File: config.mk
export PLATFORM = sky130hd
export DESIGN_NAME = masked_radar_rain_total
export DESIGN_NICKNAME = d
export VERILOG_FILES = /design/src/hw/rtl/mrrt_pkg.sv /design/src/hw/rtl/mrrt_csr.sv /design/src/hw/rtl/mrrt_pixel.sv /design/src/hw/rtl/mrrt_total.sv /design/src/hw/rtl/masked_radar_rain_total.sv
export SDC_FILE = /design/constraint.sdc
export NUM_CORES = 1
export LEC_CHECK = 0
export BUFFER_PORTS_ARGS = -buffer_cell sky130_fd_sc_hd__buf_2
export CELL_PAD_IN_SITES_DETAIL_PLACEMENT = 0
export CELL_PAD_IN_SITES_GLOBAL_PLACEMENT = 2
export CORE_ASPECT_RATIO = 0.8
export CORE_UTILIZATION = 39
export CTS_BUF_LIST = sky130_fd_sc_hd__clkbuf_16
export CTS_CLUSTER_DIAMETER = 80
export DETAILED_ROUTE_END_ITERATION = 7
export HOLD_SLACK_MARGIN = 0.05
export PLACE_DENSITY_LB_ADDON = 0.08
export SLEW_MARGIN = 0
export SYNTH_ARGS = -nofsm -noshare
export SYNTH_HDL_FRONTEND = slang
export SYNTH_SLANG_ARGS = --single-unit
export TNS_END_PERCENT = 1
File: constraint.sdc
create_clock -name clock -period 8.38 [get_ports clock]
set_input_delay 0.838 -clock clock [delete_from_list [all_inputs] [get_ports clock]]
set_output_delay 0.838 -clock clock [all_outputs]
set_load 0.01 [all_outputs]
File: src/hw/rtl/mrrt_pkg.sv
// Shared types and constants for the masked radar rain total block.
// Used by every module under hw/rtl; depends on nothing else.
package mrrt_pkg;

   // Largest image dimension; coordinates at or beyond it are never counted
   localparam int MAX_DIM = 1024;

   localparam int COORD_W = 10;
   localparam int WIN_W   = 11;
   localparam int BYTE_W  = 8;
   localparam int TOTAL_W = 28;
   localparam int CSR_IDX_W = 3;

   localparam logic [WIN_W-1:0]   WIN_END_RESET = WIN_W'(MAX_DIM);
   localparam logic [TOTAL_W-1:0] TOTAL_MAX     = {TOTAL_W{1'b1}};

   // Configuration register indexes
   typedef enum logic [CSR_IDX_W-1:0] {
      CSR_GRAY_MODE      = 3'd0,
      CSR_WINDOW_X_FIRST = 3'd1,
      CSR_WINDOW_X_END   = 3'd2,
      CSR_WINDOW_Y_FIRST = 3'd3,
      CSR_WINDOW_Y_END   = 3'd4
   } csr_index_type;

   // Palette reference values
   localparam logic [BYTE_W-1:0] ALPHA_OPAQUE = 8'd255;
   localparam logic [BYTE_W-1:0] RED_L1       = 8'd0;
   localparam logic [BYTE_W-1:0] RED_L3       = 8'd50;
   localparam logic [BYTE_W-1:0] RED_L6       = 8'd127;
   localparam logic [BYTE_W-1:0] RED_L192     = 8'd229;
   localparam logic [BYTE_W-1:0] RED_HIGH     = 8'd254;
   localparam logic [BYTE_W-1:0] GREEN_L12    = 8'd203;
   localparam logic [BYTE_W-1:0] GREEN_L24    = 8'd152;
   localparam logic [BYTE_W-1:0] BLUE_L48     = 8'd0;
   localparam logic [BYTE_W-1:0] BLUE_L96     = 8'd254;

   // Rain levels in quarter units
   localparam logic [BYTE_W-1:0] LEVEL_NONE = 8'd0;
   localparam logic [BYTE_W-1:0] LEVEL_1    = 8'd1;
   localparam logic [BYTE_W-1:0] LEVEL_3    = 8'd3;
   localparam logic [BYTE_W-1:0] LEVEL_6    = 8'd6;
   localparam logic [BYTE_W-1:0] LEVEL_12   = 8'd12;
   localparam logic [BYTE_W-1:0] LEVEL_24   = 8'd24;
   localparam logic [BYTE_W-1:0] LEVEL_48   = 8'd48;
   localparam logic [BYTE_W-1:0] LEVEL_96   = 8'd96;
   localparam logic [BYTE_W-1:0] LEVEL_192  = 8'd192;

   typedef struct packed {
      logic [BYTE_W-1:0]  red;
      logic [BYTE_W-1:0]  green;
      logic [BYTE_W-1:0]  blue;
      logic [BYTE_W-1:0]  alpha;
      logic [BYTE_W-1:0]  gray_value;
      logic [BYTE_W-1:0]  mask_value;
      logic [COORD_W-1:0] col;
      logic [COORD_W-1:0] row;
      logic               frame_start;
   } req_type;

   typedef struct packed {
      logic [BYTE_W-1:0]  level_code;
      logic               pixel_bad;
      logic [TOTAL_W-1:0] total_quarters;
      logic               error_seen;
   } rsp_type;

   // Configuration as seen by the datapath
   typedef struct packed {
      logic             gray_mode;
      logic [WIN_W-1:0] window_x_first;
      logic [WIN_W-1:0] window_x_end;
      logic [WIN_W-1:0] window_y_first;
      logic [WIN_W-1:0] window_y_end;
   } cfg_type;

   // Decoded pixel handed to the accumulator
   typedef struct packed {
      logic [BYTE_W-1:0] level;
      logic              bad;
      logic              counted;
      logic              frame_start;
   } pix_type;

endpackage

File: src/hw/rtl/mrrt_csr.sv
// Configuration registers of the masked radar rain total block.
// Depends on mrrt_pkg.
module mrrt_csr (
   input  logic                           clock,
   input  logic                           reset,
   input  logic                           csr_we,
   input  logic [mrrt_pkg::CSR_IDX_W-1:0] csr_index,
   input  logic [mrrt_pkg::WIN_W-1:0]     csr_wdata,
   output mrrt_pkg::cfg_type              cfg
);

   mrrt_pkg::cfg_type cfg_ff;
   mrrt_pkg::cfg_type cfg_in;

   // Decode the write; unknown indexes are dropped
   always_comb begin
      cfg_in = cfg_ff;
      if (csr_we) begin
         unique case (csr_index)
            mrrt_pkg::CSR_GRAY_MODE:      cfg_in.gray_mode      = csr_wdata[0];
            mrrt_pkg::CSR_WINDOW_X_FIRST: cfg_in.window_x_first = csr_wdata;
            mrrt_pkg::CSR_WINDOW_X_END:   cfg_in.window_x_end   = csr_wdata;
            mrrt_pkg::CSR_WINDOW_Y_FIRST: cfg_in.window_y_first = csr_wdata;
            mrrt_pkg::CSR_WINDOW_Y_END:   cfg_in.window_y_end   = csr_wdata;
            default:                      cfg_in = cfg_ff;
         endcase
      end
   end

   always_ff @(posedge clock) begin
      if (reset) begin
         cfg_ff.gray_mode      <= 1'b0;
         cfg_ff.window_x_first <= '0;
         cfg_ff.window_x_end   <= mrrt_pkg::WIN_END_RESET;
         cfg_ff.window_y_first <= '0;
         cfg_ff.window_y_end   <= mrrt_pkg::WIN_END_RESET;
      end else begin
         cfg_ff <= cfg_in;
      end
   end

   assign cfg = cfg_ff;

endmodule

File: src/hw/rtl/mrrt_pixel.sv
// Palette decode and window qualification for one registered pixel.
// Depends on mrrt_pkg.
module mrrt_pixel (
   input  mrrt_pkg::cfg_type cfg,
   input  mrrt_pkg::req_type px,
   output mrrt_pkg::pix_type pix
);

   logic [mrrt_pkg::BYTE_W-1:0] colour_level;
   logic                        colour_bad;
   logic                        in_x;
   logic                        in_y;
   logic                        in_dim;

   // Decode the palette colour; translucent pixels give no rain
   always_comb begin
      colour_level = mrrt_pkg::LEVEL_NONE;
      colour_bad   = 1'b0;
      if (px.alpha == mrrt_pkg::ALPHA_OPAQUE) begin
         colour_bad = 1'b1;
         case (px.red)
            mrrt_pkg::RED_L1: begin
               colour_level = mrrt_pkg::LEVEL_1;
               colour_bad   = 1'b0;
            end
            mrrt_pkg::RED_L3: begin
               colour_level = mrrt_pkg::LEVEL_3;
               colour_bad   = 1'b0;
            end
            mrrt_pkg::RED_L6: begin
               colour_level = mrrt_pkg::LEVEL_6;
               colour_bad   = 1'b0;
            end
            mrrt_pkg::RED_L192: begin
               colour_level = mrrt_pkg::LEVEL_192;
               colour_bad   = 1'b0;
            end
            mrrt_pkg::RED_HIGH: begin
               colour_bad = 1'b0;
               if (px.green == mrrt_pkg::GREEN_L12) begin
                  colour_level = mrrt_pkg::LEVEL_12;
               end else if (px.green == mrrt_pkg::GREEN_L24) begin
                  colour_level = mrrt_pkg::LEVEL_24;
               end else if (px.blue == mrrt_pkg::BLUE_L48) begin
                  colour_level = mrrt_pkg::LEVEL_48;
               end else if (px.blue == mrrt_pkg::BLUE_L96) begin
                  colour_level = mrrt_pkg::LEVEL_96;
               end else begin
                  colour_bad = 1'b1;
               end
            end
            default: colour_bad = 1'b1;
         endcase
      end
   end

   // Qualify against the window and the image bound
   assign in_x   = ({1'b0, px.col} >= cfg.window_x_first) &&
                   ({1'b0, px.col} <  cfg.window_x_end);
   assign in_y   = ({1'b0, px.row} >= cfg.window_y_first) &&
                   ({1'b0, px.row} <  cfg.window_y_end);
   assign in_dim = (32'(px.col) < mrrt_pkg::MAX_DIM) &&
                   (32'(px.row) < mrrt_pkg::MAX_DIM);

   // Select the level source
   always_comb begin
      pix.level       = cfg.gray_mode ? px.gray_value : colour_level;
      pix.bad         = cfg.gray_mode ? 1'b0 : colour_bad;
      pix.counted     = (px.mask_value != '0) && in_x && in_y && in_dim;
      pix.frame_start = px.frame_start;
   end

endmodule

File: src/hw/rtl/mrrt_total.sv
// Running total, sticky error and result register.
// Depends on mrrt_pkg.
module mrrt_total (
   input  logic              clock,
   input  logic              reset,
   input  logic              pix_valid,
   input  mrrt_pkg::pix_type pix,
   output logic              pix_taken,
   output logic              rsp_valid,
   input  logic              rsp_stall,
   output mrrt_pkg::rsp_type rsp_data
);

   logic [mrrt_pkg::TOTAL_W-1:0] total_ff;
   logic [mrrt_pkg::TOTAL_W-1:0] total_in;
   logic                         error_ff;
   logic                         error_in;
   logic                         rsp_valid_ff;
   logic                         rsp_valid_in;
   mrrt_pkg::rsp_type            rsp_ff;
   mrrt_pkg::rsp_type            rsp_in;
   logic [mrrt_pkg::TOTAL_W-1:0] base;
   logic                         base_err;
   logic [mrrt_pkg::TOTAL_W:0]   sum;

   // Advance when the result register is free or being drained
   assign pix_taken = pix_valid && (!rsp_valid_ff || !rsp_stall);

   // Clear at frame start, then add and saturate
   always_comb begin
      base     = pix.frame_start ? '0 : total_ff;
      base_err = pix.frame_start ? 1'b0 : error_ff;
      sum      = {1'b0, base} + (mrrt_pkg::TOTAL_W + 1)'(pix.level);
      total_in = total_ff;
      error_in = error_ff;
      if (pix_taken) begin
         total_in = base;
         error_in = base_err;
         if (pix.counted) begin
            total_in = sum[mrrt_pkg::TOTAL_W] ? mrrt_pkg::TOTAL_MAX :
                       sum[mrrt_pkg::TOTAL_W-1:0];
            error_in = base_err | pix.bad;
         end
      end
      rsp_in.level_code     = pix.level;
      rsp_in.pixel_bad      = pix.bad;
      rsp_in.total_quarters = total_in;
      rsp_in.error_seen     = error_in;
      if (pix_taken) begin
         rsp_valid_in = 1'b1;
      end else if (!rsp_stall) begin
         rsp_valid_in = 1'b0;
      end else begin
         rsp_valid_in = rsp_valid_ff;
      end
   end

   always_ff @(posedge clock) begin
      if (reset) begin
         total_ff     <= '0;
         error_ff     <= 1'b0;
         rsp_valid_ff <= 1'b0;
      end else begin
         total_ff     <= total_in;
         error_ff     <= error_in;
         rsp_valid_ff <= rsp_valid_in;
      end
   end

   // Load the result on each transfer from the input stage
   always_ff @(posedge clock) begin
      if (pix_taken) begin
         rsp_ff <= rsp_in;
      end
   end

   assign rsp_valid = rsp_valid_ff;
   assign rsp_data  = rsp_ff;

`ifndef NO_ASSERTIONS
   a_total_monotonic: assert property (@(posedge clock) disable iff (reset)
      (pix_taken && !pix.frame_start) |=> (total_ff >= $past(total_ff)))
      else $error("running total decreased without a frame start");

   a_error_cause: assert property (@(posedge clock) disable iff (reset)
      $rose(error_ff) |-> $past(pix_taken && pix.counted && pix.bad))
      else $error("sticky error rose without a counted bad pixel");

   a_result_follows: assert property (@(posedge clock) disable iff (reset)
      pix_taken |=> (rsp_valid_ff && rsp_ff.total_quarters == total_ff))
      else $error("result register does not track the total");
`endif

endmodule

File: src/hw/rtl/masked_radar_rain_total.sv
// Top level of the masked radar rain total block.
// Depends on mrrt_pkg, mrrt_csr, mrrt_pixel and mrrt_total.

// Takes one pixel per clock while the result register is not stalled, and
// returns one result per pixel through the input register, then the result
// register. The decode, window check and add-saturate of the running total
// all sit between those two registers; the total feedback loop sets the
// rate of one pixel per clock. frame_start clears the total and the sticky
// error before its own pixel is added. Configuration writes take effect on
// the next clock and should be made only while no pixel is in flight.
module masked_radar_rain_total (
   input  logic                           clock,
   input  logic                           reset,
   input  logic                           req_valid,
   output logic                           req_stall,
   input  mrrt_pkg::req_type              req_data,
   output logic                           rsp_valid,
   input  logic                           rsp_stall,
   output mrrt_pkg::rsp_type              rsp_data,
   input  logic                           csr_we,
   input  logic [mrrt_pkg::CSR_IDX_W-1:0] csr_index,
   input  logic [mrrt_pkg::WIN_W-1:0]     csr_wdata
);

   mrrt_pkg::cfg_type cfg;
   mrrt_pkg::pix_type pix;
   mrrt_pkg::req_type in_data_ff;
   logic              in_valid_ff;
   logic              in_valid_in;
   logic              pix_taken;
   logic              req_take;

   mrrt_csr u_csr (
      .clock     (clock),
      .reset     (reset),
      .csr_we    (csr_we),
      .csr_index (csr_index),
      .csr_wdata (csr_wdata),
      .cfg       (cfg)
   );

   // Input stage: hold while the result side cannot take the pixel
   assign req_stall = in_valid_ff && !pix_taken;
   assign req_take  = req_valid && !req_stall;

   always_comb begin
      if (req_take) begin
         in_valid_in = 1'b1;
      end else if (pix_taken) begin
         in_valid_in = 1'b0;
      end else begin
         in_valid_in = in_valid_ff;
      end
   end

   always_ff @(posedge clock) begin
      if (reset) begin
         in_valid_ff <= 1'b0;
      end else begin
         in_valid_ff <= in_valid_in;
      end
   end

   always_ff @(posedge clock) begin
      if (req_take) begin
         in_data_ff <= req_data;
      end
   end

   mrrt_pixel u_pixel (
      .cfg (cfg),
      .px  (in_data_ff),
      .pix (pix)
   );

   mrrt_total u_total (
      .clock     (clock),
      .reset     (reset),
      .pix_valid (in_valid_ff),
      .pix       (pix),
      .pix_taken (pix_taken),
      .rsp_valid (rsp_valid),
      .rsp_stall (rsp_stall),
      .rsp_data  (rsp_data)
   );

endmodule
==> run summary <==
Core box area - 20900 µm²
Register area share after synthesis - 56.6%
Clock Skews - 15.0 ps
Full die area - 22000 µm²
H-Tree Depth - 4
Synth-to-Final Area Change - 17.4%
Yosys top cell area share - 38.4%
Worst-Margin Slew - 1070 ps
Outcome - finished, violations left
PostCTS Resize Cnt - 0
Total grt overflow - 0
IR drop worst, VDD - 132 µV
Post-Route Setup TNS - 0 ps
Final worst-path cycle share - 56.1%
DP Wirelength - 14800 µm
DR iter-0 viols - 401
CTS tree - yes
Gr usage total - 19.4%
Mapped Cells - 805
R2R setup slack - 3680 ps
Fill cells - 1963
Worst setup SP type - flop
Hold depth - 2
Num ports - 128
Starting Density - 40.1%
Top layer in use - met4
Crit path max fanout - 13
Metal-1 WL - 10300 µm
Routed wl met3 - 1050 µm
# diodes - 0
Syn Area/Cell - 10.4 µm²
1st-pass router iterations - 7
Pleak - 3.71 nW
Hold Startpoint - u_csr.cfg[14]$_SDFFE_PP0P_
Total Wirelength - 20700 µm
Core Rows - 47
Leading area contributor after synthesis - edfxtp_1
Fin crit period - 4700 ps
Routed vias/inst - 5.25
Synth Flop Type - edfxtp_1
Routed length per instance - 17.1 µm
Kind of critical path - flop to flop
DRC - 7
Routed Antenna Nets - 0
Final Total Pwr - 0.00193 W
Failing checks - design-rule violations
Synthesis Warnings - 0
Post-synth EDFFs - 107
CP endpoint kind - flop
Fin nets - 1063
Synth top area cells - edfxtp_1 38%, dfxtp_1 18%, ha_1 6.9%
Reg2Reg Launch Point - u_csr.cfg[44]$_SDFFE_PP0P_
Number of library cell types mapped by synthesis - 68
Worst skew pair latency - 430 ps
Synthesized cell area - 8370 µm²
Met2 WL - 9180 µm
CTS Sinks - 183
Longest Clk Path Bufs - 2
Die Height - 133 µm
Pin count of the biggest net entering global routing - 78
Worst Hold End - u_csr.cfg[14]$_SDFFE_PP0P_
Max_cap viols - 0
CTS clk-pin slew, worst paths - 70 ps
Cts hold-fix bufs - 0
Pwr dens - 196 nW/µm²
Initial antenna violation count - 0
Slew Limit Fails - 0
Post-Syn Nets - 940
R2r endpoint - u_total.rsp_data[26]$_DFFE_PP_
Inserted Clock Buffers - 17
Synth Register Bits - 183
Final setup fails - 0
HP Class - flop to flop
Commonest non-fill, non-tap cell in the layout - nand2_1
Clock root buffer - clkbuf_16
IO Port Bufs - 127
Share of cells above drive strength 1 - 18.6%
CP Data Required Time - 8650 ps
Unrepaired setup endpoints after global routing - no
GP Congestion - 0.819
Final hold violation count - 0
Die width - 166 µm
Critical Path AT - 4970 ps
Maximum clock rate - 213 MHz
Setup repair bufs after CTS - 0
Vias in the first global route - 6297
Asr flop ratio synth - 0%
First-pass GRT wire length - 33100 µm
Reg2reg path depth - 12
Via count - 6348
Slew margin rel. - 28.0%
Most frequent cells in the layout - 142 x nand2_1, 127 x buf_2, 107 x edfxtp_1
## worst max-delay path: stages (launching register included)
cell	delay, ps
dfxtp_1	410
nor4_1	940
a22o_1	300
ha_1	210
fa_1	230
a21o_1	140
a21oi_1	120
o31ai_2	460
and3_1	360
nand4_1	570
nand2_1	450
a21oi_1	150
o21ai_0	200
## state kept, by name (all words and copies together) (netlist names)
name	count
u_csr.cfg	45
in_data_ff	69
u_total.rsp_valid	1
u_total.rsp_data	38
in_valid_ff	1
u_total.error_ff	1
u_total.total_ff	28
## worst max-delay path by stage
stage / startpoint / end / cells past startpoint
2_1_floorplan: rsp_stall / in_data_ff[0]$_DFFE_PP_ / 2
3_3_place_gp: u_csr.cfg[44]$_SDFFE_PP0P_ / u_total.total_ff[10]$_SDFF_PP0_ / 12
3_5_place_dp: u_csr.cfg[44]$_SDFFE_PP0P_ / u_total.rsp_data[26]$_DFFE_PP_ / 12
4_1_cts: u_csr.cfg[44]$_SDFFE_PP0P_ / u_total.total_ff[10]$_SDFF_PP0_ / 12
5_1_grt: u_csr.cfg[44]$_SDFFE_PP0P_ / u_total.total_ff[10]$_SDFF_PP0_ / 12
6_report: u_csr.cfg[44]$_SDFFE_PP0P_ / u_total.rsp_data[26]$_DFFE_PP_ / 12
## per-layer routing
layer  up-vias  global-route usage [%]
met5         -                       0
met4         0                    4.57
met3        15                    4.55
met2       160                    30.9
met1      3017                    26.8
li1       3156                       -
## area by class of cell
| class | count | area, µm² | area share, % |
|---|---|---|---|
| clock buffer | 17 | 425 | 4.33 |
| sequential | 183 | 4730 | 48.2 |
| multi-input combinational | 550 | 3350 | 34.1 |
| tap | 269 | 337 | 3.43 |
| clock inverter | 15 | 141 | 1.44 |
| inverter | 45 | 169 | 1.72 |
| timing repair buffer | 131 | 666 | 6.78 |
## stage by stage
step                      util [%]  setup slack (ps)  cells  hold slack [ps]  area [µm²]
final                         47.1              3680   1210              456        9820
after global routing          47.1              3240   1210              474        9820
after CTS                     47.1              3700   1210              457        9820
after detailed placement      44.3              3710   1178              447        9260
after global placement        44.3              3990   1178              439        9260
after floorplan                  -              3730    805              432        8370
## synth_stat cells (all sizes together), types with 3 or more instances
cell    count
a21o       16
a21oi      89
a22o        4
a31oi      10
a32o        4
and2        3
and3       11
and4        4
buf         5
clkbuf     22
dfxtp      76
edfxtp    107
ha         46
inv        45
mux2i       3
nand2     142
nand2b      5
nand3      25
nand4      11
nand4b      5
nor2       30
nor2b      34
nor3       15
nor4        7
nor4b       3
o21ai      26
o22ai       5
o31ai       6
or2         4
or3         3
or4         3
xnor2       4
## logic make-up (layout without fill, tap and decap cells)
family / Yosys count / count (layout) / share of synthesized area, %
adder cells (fa/ha/maj): 47 / 47 / 7.12
AND/OR/NAND/NOR: 314 / 314 / 18.9
AO/OA/AOI/OAI: 180 / 180 / 12.9
flip-flops: 183 / 183 / 56.6
buffers and inverters: 72 / 208 / 3.47
multiplexers: 3 / 3 / 0.359
XOR/XNOR: 6 / 6 / 0.628
## where the power goes
part,switching (W),total (W),internal (W)
sequential,0.0000158,0.00100,0.000989
combinational,0.0000892,0.000142,0.0000530
clock,0.000366,0.000783,0.000417
total,0.000471,0.00193,0.00146
Note: power is estimated with default switching activity, not from simulation.
